## src/oeg_pkg.sv

```systemverilog
`default_nettype none
// shared types, constants and the sine table builder for the orbit generator
package oeg_pkg;

  localparam int MUL_A_BITS     = 33;
  localparam int MUL_B_BITS     = 32;
  localparam int MUL_DIGIT_BITS = 4;
  localparam int MUL_DIGITS     = MUL_B_BITS / MUL_DIGIT_BITS;
  localparam int PROD_BITS      = MUL_A_BITS + MUL_B_BITS;
  localparam int SINE_MAG_BITS  = 31;
  localparam int TRIG_BITS      = 32;
  localparam int TERM_BITS      = 33;
  localparam int SUM_BITS       = 35;
  localparam int Q30_SHIFT      = 30;
  localparam int STEP_SCALE_BITS = 48;
  localparam int CFG_INDEX_BITS = 3;

  localparam logic [63:0] HALF_PI_Q40 = 64'd1727108826179;
  localparam logic [63:0] ONE_Q30 = 64'd1 << Q30_SHIFT;
  localparam logic signed [PROD_BITS-1:0] Q30_HALF =
    PROD_BITS'(64'd1 << (Q30_SHIFT - 1));

  localparam logic [CFG_INDEX_BITS-1:0] REG_CENTER_X      = 3'd0;
  localparam logic [CFG_INDEX_BITS-1:0] REG_CENTER_Y      = 3'd1;
  localparam logic [CFG_INDEX_BITS-1:0] REG_MAJOR_AXIS    = 3'd2;
  localparam logic [CFG_INDEX_BITS-1:0] REG_MINOR_AXIS    = 3'd3;
  localparam logic [CFG_INDEX_BITS-1:0] REG_ANGULAR_SPEED = 3'd4;
  localparam logic [CFG_INDEX_BITS-1:0] REG_TILT_ANGLE    = 3'd5;

  typedef struct packed {
    logic [15:0] elapsed_time;
  } tick_req_t;

  typedef struct packed {
    logic signed [31:0] pos_x;
    logic signed [31:0] pos_y;
  } point_req_t;

  typedef struct packed {
    logic [CFG_INDEX_BITS-1:0] index;
    logic [31:0]               data;
  } cfg_req_t;

  typedef struct packed {
    logic                         start;
    logic signed [MUL_A_BITS-1:0] a;
    logic [MUL_B_BITS-1:0]        b;
  } mul_req_t;

  typedef struct packed {
    logic                        done;
    logic signed [PROD_BITS-1:0] product;
  } mul_rsp_t;

  function automatic logic [63:0] div_factor(logic [63:0] v, int unsigned n);
    logic [63:0] q;
    case (n)
      1: q = v / 6;
      2: q = v / 20;
      3: q = v / 42;
      4: q = v / 72;
      5: q = v / 110;
      6: q = v / 156;
      7: q = v / 210;
      default: q = v;
    endcase
    return q;
  endfunction

  // quarter-wave sine entry in Q1.30, evaluated at elaboration
  function automatic logic [SINE_MAG_BITS-1:0] sine_entry(int unsigned table_bits,
                                                          int unsigned k);
    logic [63:0] x;
    logic [63:0] x2;
    logic [63:0] term;
    logic signed [63:0] sum;
    x = (64'(k) * HALF_PI_Q40 + (64'd1 << (table_bits + 9))) >> (table_bits + 10);
    x2 = (x * x + (64'd1 << 29)) >> 30;
    term = x;
    sum = $signed(x);
    for (int unsigned n = 1; n <= 7; n++) begin
      term = div_factor((term * x2 + (64'd1 << 29)) >> 30, n);
      if (n % 2 == 1) begin
        sum = sum - $signed(term);
      end else begin
        sum = sum + $signed(term);
      end
    end
    if (sum < 0) begin
      sum = 0;
    end
    if (sum > $signed(ONE_Q30)) begin
      sum = $signed(ONE_Q30);
    end
    return sum[SINE_MAG_BITS-1:0];
  endfunction

endpackage
`default_nettype wire

```

## src/oeg_serial_mult.sv

```systemverilog
`default_nettype none
// digit-serial signed by unsigned multiplier, one digit of b per cycle
module oeg_serial_mult (
  input  logic               clk,
  input  logic               rst,
  input  oeg_pkg::mul_req_t  req,
  output oeg_pkg::mul_rsp_t  rsp
);
  import oeg_pkg::*;

  localparam int HI_BITS  = MUL_A_BITS + 1;
  localparam int ADD_BITS = MUL_A_BITS + MUL_DIGIT_BITS + 1;
  localparam int CNT_BITS = $clog2(MUL_DIGITS);
  localparam logic [CNT_BITS-1:0] LAST = CNT_BITS'(MUL_DIGITS - 1);

  logic                         busy;
  logic                         done;
  logic [CNT_BITS-1:0]          cnt;
  logic signed [MUL_A_BITS-1:0] a_reg;
  logic [MUL_B_BITS-1:0]        b_reg;
  logic signed [HI_BITS-1:0]    hi;
  logic [MUL_B_BITS-1:0]        lo;
  logic signed [ADD_BITS-1:0]   partial;
  logic signed [ADD_BITS-1:0]   acc;
  logic [HI_BITS+MUL_B_BITS-1:0] full;

  assign partial = ADD_BITS'(a_reg) *
                   ADD_BITS'($signed({1'b0, b_reg[MUL_DIGIT_BITS-1:0]}));
  assign acc     = ADD_BITS'(hi) + partial;
  assign full    = {hi, lo};

  always_ff @(posedge clk) begin
    if (rst) begin
      busy <= 1'b0;
      done <= 1'b0;
    end else begin
      done <= 1'b0;
      if (req.start) begin
        a_reg <= req.a;
        b_reg <= req.b;
        hi    <= '0;
        lo    <= '0;
        cnt   <= '0;
        busy  <= 1'b1;
      end else if (busy) begin
        hi    <= HI_BITS'(acc >>> MUL_DIGIT_BITS);
        lo    <= {acc[MUL_DIGIT_BITS-1:0], lo[MUL_B_BITS-1:MUL_DIGIT_BITS]};
        b_reg <= b_reg >> MUL_DIGIT_BITS;
        cnt   <= cnt + 1'b1;
        if (cnt == LAST) begin
          busy <= 1'b0;
          done <= 1'b1;
        end
      end
    end
  end

  assign rsp.done    = done;
  assign rsp.product = $signed(full[PROD_BITS-1:0]);

  a_start_idle: assert property (@(posedge clk) disable iff (rst) req.start |-> !busy)
    else $error("multiplier started while busy");
  a_done_after_busy: assert property (@(posedge clk) disable iff (rst) done |-> $past(busy))
    else $error("multiplier done without work");
  a_last_digit: assert property (@(posedge clk) disable iff (rst)
    (busy && !req.start && cnt == LAST) |=> done)
    else $error("multiplier missed its last digit");
endmodule
`default_nettype wire

```

## config.mk

```make
export PLATFORM = sky130hd
export DESIGN_NAME = oeg_serial_mult
export DESIGN_NICKNAME = d
export VERILOG_FILES = /design/src/oeg_pkg.sv /design/src/oeg_serial_mult.sv
export SDC_FILE = /design/constraint.sdc
export NUM_CORES = 1
export LEC_CHECK = 0
export BUFFER_PORTS_ARGS = -buffer_cell sky130_fd_sc_hd__buf_2
export CAP_MARGIN = 20
export CORE_MARGIN = 8
export CORE_UTILIZATION = 35
export DETAILED_ROUTE_END_ITERATION = 6
export GPL_ROUTABILITY_DRIVEN = 0
export PLACE_DENSITY = 0.61
export SLEW_MARGIN = 20
export SYNTH_ARGS = -nofsm -noshare
export SYNTH_HDL_FRONTEND = slang
export SYNTH_SLANG_ARGS = --single-unit
```

## constraint.sdc

```tcl
create_clock -name clk -period 5.38 [get_ports clk]
set_input_delay 0 -clock clk [delete_from_list [all_inputs] [get_ports clk]]
set_output_delay 0 -clock clk [all_outputs]
set_load 0.01 [all_outputs]
```

==> results.yml <==
timing:
  tightest_slew_ns: 0.712
  slew_violations: 0
  finClkSkew_ns: 0.0134
  fin_setup_tns_ns: 0
  fmax_mhz: 213
  min_period_over_period_pct: 87.3
  worst_hold_slack_ns: 0.147
  finalSetupViolCount: 0
  rsz0062_at_grt: "no"
  slew_headroom_pct: 52.5
  fin_crit_ns: 4.70
  hold_viol: 0
global_routing:
  grt_pass1_vias: 8438
  grt_pass1_wl_mm: 43.7
  grt_max_degree: 57
  grt-ovfl-total: 0
  grtUsageTotal_pct: 14.2
  antenna_found_initial: 0
synthesis:
  netlist.area_leader.share_pct: 35.8
  yosysTopAreaCell: "edfxtp_1"
  synthFlopType: "edfxtp_1"
  yosys-top-cells-area: "edfxtp_1 36%, fa_1 18%, ha_1 8.6%, inv_1 6.0%, and2_1 4.5%"
  synth_fp_nets: 1302
  synth-compound-area-share_pct: 7.74
  ys_seq_area_share_pct: 36.2
  synth_top_family_by_area: "adder cells"
  synth.yosys.warnings: 0
  yosys.area_share.simple_pct: 14.1
  ys_types: 62
  synth_async_sr_flop_share_pct: 0
  synth-edff-count: 134
  synthCells: 1057
  synthAdderAreaFrac_pct: 26.4
  synthMuxAreaShare_pct: 3.63
  netlist_area_um2: 11200
  ys_ff_latch: 136
  syn_area_per_cell_um2: 10.6
  synth_xor_area_share_pct: 1.95
placed_design:
  io_buffers: 133
  dp.final_hpwl_mm: 19.6
  dpl_cell_area_um2: 12100
worst_setup_path:
  worstPathMaxFanout: 13
  ff2ff_setup_slack_ns: 0.68
  critPathKind: "register to register"
  cp_cell_sequence: "buf_4 -> nand2_1 -> fa_1 -> inv_1 -> fa_1 -> inv_1 -> fa_1 -> inv_1 -> ha_1 -> o21a_1 -> o211ai_1 -> a31oi_4 -> o221ai_2 -> nor2_1 -> a21oi_1 -> mux2_1"
  critPathTopFamily: "adder cells"
  r2r_end: "hi[32]"
  path_buf_inv: 4
  cp_slowest_cell: "fa_1"
  reg2reg_depth: 16
  critPathArrivalTime_ns: 4.87
  crit_path_start_kind: "register"
  r2r-start: "b_reg[1]"
  critical_path_required_ns: 5.56
  slowest_delay_ns: 0.52
  cp-end-kind: "register"
hold_path:
  min_to: "cnt[0]"
  worstHoldStart: "req[65]"
  min_path_cells: 2
  min_path_type: "input port to register"
detailed_routing:
  ant_nets: 0
  drtIter0Drc: 303
  routed_wl_mm: 25.9
  vias: 7645
  drc: 0
  dr.pass1.iters: 4
  vias_per_cell: 4.70
  wl_per_cell_um: 15.9
pwr:
  p_sw_w: 0.00428
  p_leak_nw: 6.01
  vdd_ir_drop_max_uv: 293
  finalPower_w: 0.00884
  seq_power_share_pct: 18.7
  switching_share_pct: 48.4
  p_int_w: 0.00456
  power_frac_clock_pct: 12.8
  power_density_nw_per_um2: 665
  combPwrFrac_pct: 68.6
cts:
  clk_latency_ns: 0.43
  numCtsBuffers: 17
  cts.sinks: 136
  cts_buffer_depth: 2
  holdBufCountCts: 66
  postCtsSetupRepairBufs: 0
  htree_levels: 4
  clockRootBuffer: "clkbuf_16"
  clkTransAtPathRegs_ns: 0.07
  cts_tree: "built"
  ctsResizeCount: 0
finish:
  layout_commonest_cell: "inv_1"
  final_cell_mix: "180 x inv_1, 134 x edfxtp_1, 132 x buf_2"
  final_area_um2: 13300
  layout.nets: 1458
  drive_above_1_share_pct: 18.4
  diodes: 0
  syn2layout_area_growth_pct: 18.4
  utilization_pct: 42.1
  largest_register_ff_count: 34
floorplan:
  io_pins: 134
  dieHeight_um: 195
  fp-row-count: 65
  initial_core_util_pct: 35.6
  die_area_um2: 38100
  die_x_um: 195
  core_um2: 31600
flow_run:
  cap_violations: 0
outcome:
  status: "finished clean"
area by class of cell:
type | count | area, µm²
Inverter | 180 | 676
Multi-Input combinational cell | 669 | 6060
Timing Repair Buffer | 209 | 1440
Fill cell | 3056 | 18300
Tap cell | 402 | 503
Sequential cell | 136 | 4060
Clock buffer | 17 | 425
Clock inverter | 15 | 125
kinds of logic after synthesis:
logic type,after synthesis
flip-flops,136
buffers and inverters,252
adder cells (fa/ha/maj),177
XOR/XNOR,25
AND/OR/NAND/NOR,312
AO/OA/AOI/OAI,119
multiplexers,36
routing by layer:
metal,GRT usage [%],share of wire (%)
met4,3.26,1.5
met2,24.4,49
met5,0,0
met1,17.6,45
met3,3.68,4.2
synth_stat cells (3+ instances only):
master    count
o21ai_1       4
ha_1         77
o31ai_1       3
inv_1       180
nand3_1      11
a31oi_1       4
edfxtp_1    134
and2_1       80
buf_6         4
o21a_1        7
buf_4        34
and3_1        7
nand2_1      89
nand4_1       9
buf_2         5
nand3b_1      3
a21o_1       15
nor2b_1      42
mux2_1        3
o21ai_0      16
clkbuf_1     23
mux2_2       31
xnor2_1      14
clkbuf_2      5
nor2_1       52
a211oi_1      4
nor3_1       10
fa_1        100
a21oi_1      40
xor2_1       11
power by group through the flow:
stage | sequential [W] | combinational [W] | clock [W]
finish | 0.00165 | 0.00606 | 0.00113
CTS | 0.00166 | 0.00607 | 0.00117
global route | 0.00168 | 0.00689 | 0.00121
global placement | 0.00167 | 0.00593 | 0
detailed placement | 0.00168 | 0.00597 | 0
floorplan | 0.00163 | 0.00483 | 0
worst max-delay path by stage:
stage	slack, ns	startpoint	cells after the start	endpoint
final	0.68	b_reg[1]	16	hi[32]
after global routing	0.31	b_reg[2]	15	hi[31]
after CTS	0.68	b_reg[2]	14	hi[29]
after detailed placement	0.73	b_reg[2]	14	hi[29]
after global placement	0.73	b_reg[2]	14	hi[29]
after floorplan	0.22	busy	2	b_reg[0]
per-stage QoR:
stage | cells | setup WS, ns
2_1_floorplan | 1057 | 0.217
3_3_place_gp | 1529 | 0.731
3_5_place_dp | 1530 | 0.725
4_1_cts | 1628 | 0.682
5_1_grt | 1628 | 0.306
6_report | 1628 | 0.685
Power figures use the tool's default switching activity.
